--- src/sv/quaternion_vector_rotation_macros.svh ---
// ----------------------------------------------------------------------------
// Quaternion vector rotation assertion macros
// Shared forms of the concurrent checks. Each check samples on the rising edge
// of clk and is disabled while rst is high.
// ----------------------------------------------------------------------------
`ifndef QUATERNION_VECTOR_ROTATION_MACROS_SVH
`define QUATERNION_VECTOR_ROTATION_MACROS_SVH

// The consequent must hold in the same cycle as the antecedent.
`define QVR_ASSERT_IMP(lbl, ante, cons, msg) \
  lbl: assert property (@(posedge clk) disable iff (rst) (ante) |-> (cons)) \
    else $error(msg);

// The consequent must hold in the cycle after the antecedent.
`define QVR_ASSERT_NXT(lbl, ante, cons, msg) \
  lbl: assert property (@(posedge clk) disable iff (rst) (ante) |=> (cons)) \
    else $error(msg);

`endif

--- src/sv/qvr_pkg.sv ---
// ----------------------------------------------------------------------------
// Quaternion vector rotation package
// Direction codes and the fixed vector dimension, used by the input channel and the pipeline modules.
// ----------------------------------------------------------------------------
package qvr_pkg;

  // Direction of the rotation carried with every transaction.
  typedef enum logic {
    ACT_BODY_TO_EARTH = 1'b0,
    ACT_EARTH_TO_BODY = 1'b1
  } action_t;

  // Number of vector components and matrix rows.
  localparam int unsigned NUM_AXES = 3;

endpackage

--- src/sv/qvr_round.sv ---
// ----------------------------------------------------------------------------
// Quaternion vector rotation rounding and saturation
// Output register stage: drops the fraction bits of each row sum, clamps the
// result to the vector width and flags any clamping.
// ----------------------------------------------------------------------------
module qvr_round #(
  parameter int VEC_WIDTH      = 16,
  parameter int QUAT_FRAC_BITS = 15,
  localparam int AW            = 2 * QUAT_FRAC_BITS + 4 + VEC_WIDTH + 2
) (
  input  logic                        clk,
  input  logic                        rst,
  input  logic                        in_valid,
  output logic                        in_ready,
  input  logic signed [AW-1:0]        acc     [qvr_pkg::NUM_AXES],
  output logic                        out_valid,
  input  logic                        out_ready,
  output logic signed [VEC_WIDTH-1:0] vec_out [qvr_pkg::NUM_AXES],
  output logic                        clipped
);
  import qvr_pkg::*;

  localparam int FB = 2 * QUAT_FRAC_BITS;
  localparam int RW = AW - FB;
  localparam logic signed [RW-1:0] SAT_MAX = RW'({1'b0, {(VEC_WIDTH - 1){1'b1}}});
  localparam logic signed [RW-1:0] SAT_MIN = ~SAT_MAX;

  logic                        e_valid, e_ready;
  logic signed [VEC_WIDTH-1:0] e_vec [NUM_AXES];
  logic                        e_clip;

  logic signed [RW-1:0]        whole   [NUM_AXES];
  logic signed [VEC_WIDTH-1:0] sat_val [NUM_AXES];
  logic [NUM_AXES-1:0]         sat_hit;

  assign e_ready  = !e_valid || out_ready;
  assign in_ready = e_ready;

  // The offset of one half is already in the sum, so dropping the fraction
  // bits rounds half toward plus infinity.
  always_comb begin
    for (int i = 0; i < NUM_AXES; i++) begin
      whole[i] = $signed(acc[i][AW-1:FB]);
      if (whole[i] > SAT_MAX) begin
        sat_val[i] = SAT_MAX[VEC_WIDTH-1:0];
        sat_hit[i] = 1'b1;
      end else if (whole[i] < SAT_MIN) begin
        sat_val[i] = SAT_MIN[VEC_WIDTH-1:0];
        sat_hit[i] = 1'b1;
      end else begin
        sat_val[i] = whole[i][VEC_WIDTH-1:0];
        sat_hit[i] = 1'b0;
      end
    end
  end

  always_ff @(posedge clk) begin
    if (rst) begin
      e_valid <= 1'b0;
    end else if (e_ready) begin
      e_valid <= in_valid;
    end
  end

  always_ff @(posedge clk) begin
    if (e_ready && in_valid) begin
      e_vec  <= sat_val;
      e_clip <= |sat_hit;
    end
  end

  assign out_valid = e_valid;
  assign vec_out   = e_vec;
  assign clipped   = e_clip;

endmodule

--- config.mk ---
export PLATFORM = sky130hd
export DESIGN_NAME = qvr_round
export DESIGN_NICKNAME = d
export VERILOG_FILES = /design/src/sv/quaternion_vector_rotation_macros.svh /design/src/sv/qvr_pkg.sv /design/src/sv/qvr_round.sv
export SDC_FILE = /design/constraint.sdc
export NUM_CORES = 1
export LEC_CHECK = 0
export BUFFER_PORTS_ARGS = -buffer_cell sky130_fd_sc_hd__clkbuf_2
export CAP_MARGIN = 10
export CORE_AREA = 2 2 83 85
export DETAILED_ROUTE_END_ITERATION = 8
export DIE_AREA = 0 0 85 87
export PLACE_DENSITY_LB_ADDON = 0.3
export RECOVER_POWER = 25
export SETUP_SLACK_MARGIN = 0.5
export SLEW_MARGIN = 15
export SYNTH_ARGS = -nofsm -noshare
export SYNTH_HDL_FRONTEND = slang
export SYNTH_SLANG_ARGS = --single-unit
--- constraint.sdc ---
create_clock -name clk -period 2.2 [get_ports clk]
set_input_delay 0.22 -clock clk [delete_from_list [all_inputs] [get_ports clk]]
set_output_delay 0.22 -clock clk [all_outputs]
set_load 0.01 [all_outputs]
# Yosys cells after proc, flatten, opt, wreduce, memory -nomap -nowiden
# Index checks and enable logic that the tools add are counted.
totals:
  register_bits: 50
  latch_bits: 0
  ramBits: 0
  mem_bits_ro: 0
  in_bits: 160
  out_inout_bits: 51
  n_memories: 0
op_classes:
  n_addsub: 0
  mul: 0
  div: 0
  magnitude_cmp: 6
  eq_ne: 0
  shift: 0
  n_mux: 9
  bitwise: 0
  reduce_logical: 4
op_table:
  columns: ["cell", "n"]
  rows:
  - ["$gt 22x16->1 const B", 3]
  - ["$lt 22x16->1 const B", 3]
  - ["$mux 16", 3]
  - ["$mux 1", 6]
  - ["$reduce_or 3->1", 1]
  - ["$logic_and 1x1->1", 1]
  - ["$logic_not 1->1", 1]
  - ["$logic_or 1x1->1", 1]

# Depth between registers and ports, before layout
logic_depth:
  ltp_word: 4
  mapped_depth: 4
  mapped_depth_nobuf: 4

# Least setup slack after synthesis
# OpenSTA, ideal clock, no wires.
synth_timing:
  path_type: "reg-to-reg"
  from: "register e_valid (netlist: out_valid)"
  to: "register e_clip (netlist: clipped) (enable)"
  setup_time_ps: 412
  t_arrival_ps: 1690
  t_required_ps: 1788
  path_slack_ps: 99
  path_stages_with_launch: 3
  period_less_slack_ps: 2101
  cell_sequence: "dfxtp_1 -> nand2b_1 -> and2_1"
synth_via:
  elab_chain_len: 3
synth_rtl:
  columns: ["element", "line_no", "rtl"]
  rows:
  - ["start, declared", "qvr_round.sv:28", "logic e_valid, e_ready;"]
  - ["start signal, assigned", "qvr_round.sv:61", "e_valid <= in_valid;"]
  - ["$logic_not 1->1", "qvr_round.sv:36", "assign e_ready = !e_valid || out_ready;"]
  - ["$logic_or 1x1->1", "qvr_round.sv:36", null]
  - ["named net in_ready", "qvr_round.sv:14", "output logic in_ready,"]
  - ["$logic_and 1x1->1", "qvr_round.sv:66", "if (e_ready && in_valid) begin"]
  - ["end signal, assigned", "qvr_round.sv:68", "e_clip <= |sat_hit;"]
  - ["end, declared", "qvr_round.sv:30", "logic e_clip;"]
# The timed path passes the listed nets, and every way through them passes these cells.
# A chain may end at the register's enable or synchronous reset.

# Final worst setup path
layout_timing:
  from: "register e_valid (netlist: out_valid)"
  to: "register e_vec, in the netlist vec_out[25] (enable)"
layout_via:
  elab_chain_len: 3
layout_rtl:
  columns: ["element", "line_no", "rtl"]
  rows:
  - ["$logic_not 1->1", "qvr_round.sv:36", null]
  - ["$logic_or 1x1->1", "qvr_round.sv:36", null]
  - ["$logic_and 1x1->1", "qvr_round.sv:66", null]
  - ["end signal, assigned", "qvr_round.sv:67", "e_vec <= sat_val;"]
  - ["end, declared", "qvr_round.sv:29", "logic signed [VEC_WIDTH-1:0] e_vec [NUM_AXES];"]
# No other way between the ends.

==> reports/results.txt <==
GR Overflow Total: 0
clock slew at reported path FFs: 0.08 ns
Post-Syn Area per Cell: 16.1 µm²
worst path required time: 2.16 ns
maxcap violations: 0
Power Density: 685 nW/µm²
Post-synth EDFFs: 49
# nets final: 411
Starting Density: 0.315
Peak VDD IR: 0.000286 V
layout cells sized above 1: 0.410
Post-Syn Nets: 289
IO buf count: 120
Area after DPL: 2740 µm²
Crit-path slowest cell: dfxtp_1
synthesized flop and latch total: 50
setup violators final: 0
clock sink count: 50
synthesized instance count: 129
Yosys cell types: 19
status: complete, no violations
relative slew slack: 0.470
Area contributors post-synth: edfxtp_1, a21o_1, o21a_1
Total Routed Length: 4700 µm
overall die width: 85 µm
post-synth top area cell: edfxtp_1
Tcrit/Tclk final: 0.557
H-Tree Depth: 2
Post-CTS Setup Inserts: 0
Antenna Diode Count: 0
GR Util met1: 0.163
hold path start: rst
gpl congestion: 0.691
vias in the first global route: 1,459
Die Height: 87 µm
P_leak: 1.18 nW
CP Class: flip-flop to flip-flop
asr flop ratio synth: 0
Layout Skew: 0.00742 ns
Hold Path Class: primary input to flip-flop
vias: 1,520
CP Launch Point: out_valid
die area: 7400 µm²
core area: 6570 µm²
drt wl/cell: 14.2 µm
CP Launch Type: flip-flop
critical path's top delay family: flip-flops
sequential fraction of the synthesis area: 0.720
post-synth top area share: 0.711
top cells by count, synth: edfxtp_1, a21o_1, o21a_1
CP bufs+invs: 1
maximum clock path buffer count: 2
pin count of the biggest net entering global routing: 27
FMAX: 0.816 GHz
Tot GR Track Use: 0.123
Via density: 4.59
# hold bufs at CTS: 0
DR DRC count: 0
Reg2Reg Launch Point: out_valid
Sum Neg Setup Slack: 0 ns
first-pass GRT wire length: 7030 µm
Rows: 30
Setup crit end kind: flip-flop
Resized Gates After CTS: 0
total CTS buffers: 5
Layout area overhead: 33.6%
1st-pass router iterations: 4
Max Transition Viols Final: 0
GRT busiest layer: met2
crit-path max cell delay: 0.32 ns
Post-DP HPWL: 3550 µm
worst-path maximum fanout: 26
RSZ-0062 raised after global routing: false
Synth Cell Area: 2070 µm²
CTS tree: done
most common cell in the netlist: edfxtp_1
Slew @ Worst Pin: 0.795 ns
Synth Flop Type: edfxtp_1
io pins: 211
final instance area: 2770 µm²
minimum clock period after layout: 1.23 ns
number of DRC markers in iteration 0: 23
clock latency on the worst-skew pair: 0.29 ns
Worst EP arrival: 1.19 ns
warnings from Yosys: 0
grt met2 use: 0.175
Final Hold Vio Count: 0
met3 usage: 0.0664
worst path cell trace: nand2b_1 > and2_2 > buf_4
initial antenna violation count: 0
Antenna Nets Post-Route: 0
Root Buffer: clkbuf_8
==> worst reg2reg max path: stages, from the launching register on <==
cell and delay (ns):
dfxtp_1 0.32, nand2b_1 0.10, and2_2 0.16, buf_4 0.31
==> path summary, 6_finish.rpt <==
path / end / depth (start not counted) / slack, ns
setup / recovery: vec_out[25] / 3 / 0.97
hold reg to reg: out_valid / 2 / 0.52
hold / removal: out_valid / 2 / 0.07
setup reg to reg: vec_out[25] / 3 / 0.97
==> cells in the final DEF, fill, tap and decap left out <==
master	netlist	final
a21oi_1	1	1
clkbuf_2	0	84
inv_1	1	1
edfxtp_1	49	49
nand4_1	3	3
nand4b_1	1	1
a21o_1	30	30
nor2b_1	2	2
clkbuf_8	0	5
nor4_2	3	3
dfxtp_1	1	1
o21ai_2	3	3
o21a_1	15	15
and2_2	0	1
nor2_1	3	3
a21oi_2	3	3
nand2b_1	1	1
buf_4	3	4
nand2_1	3	3
clkbuf_1	3	38
==> cell type report <==
cell class	count	area [µm²]
inverters	1	3.75
flip-flops and latches	50	1490
multi-input cells	69	509
well taps	80	100
fillers	658	3800
clock buffers	7	76.3
repair buffers	124	586
==> where the power goes <==
| part | switching (mW) | internal, mW |
|---|---|---|
| sequential | 0.0148 | 1.12 |
| clock | 0.274 | 0.220 |
| combinational | 0.151 | 0.118 |
| total | 0.439 | 1.46 |
==> registers in the layout, indices dropped and copies added, names as in the netlist <==
register	cells
vec_out	48
clipped	1
out_valid	1
==> metrics by stage <==
| stage | worst slack (ns) | power, mW | std cells | hold WS (ns) | utilization |
|---|---|---|---|---|---|
| floorplan | 0.624 | 1.29 | 129 | 0.289 | - |
| global placement | 0.761 | 1.44 | 324 | 0.379 | 0.416 |
| detailed placement | 0.727 | 1.44 | 324 | 0.381 | 0.416 |
| CTS | 0.963 | 1.94 | 331 | 0.0591 | 0.428 |
| global route | 0.912 | 1.99 | 331 | 0.0621 | 0.421 |
| finish | 0.974 | 1.90 | 331 | 0.0689 | 0.421 |
==> kinds of logic (layout without fill, tap and decap cells) <==
| group | Yosys count | in the layout | share of synthesized area |
|---|---|---|---|
| compound gates | 52 | 52 | 0.191 |
| buf+inv | 10 | 132 | 0.0344 |
| simple gates | 17 | 17 | 0.0544 |
| flops | 50 | 50 | 0.720 |
==> routing by layer <==
metal	vias up	wire length, µm
li1	741	-
met1	673	2030
met2	102	1900
met3	4	736
met5	-	0
met4	0	36
Power figures use the tool's default switching activity.
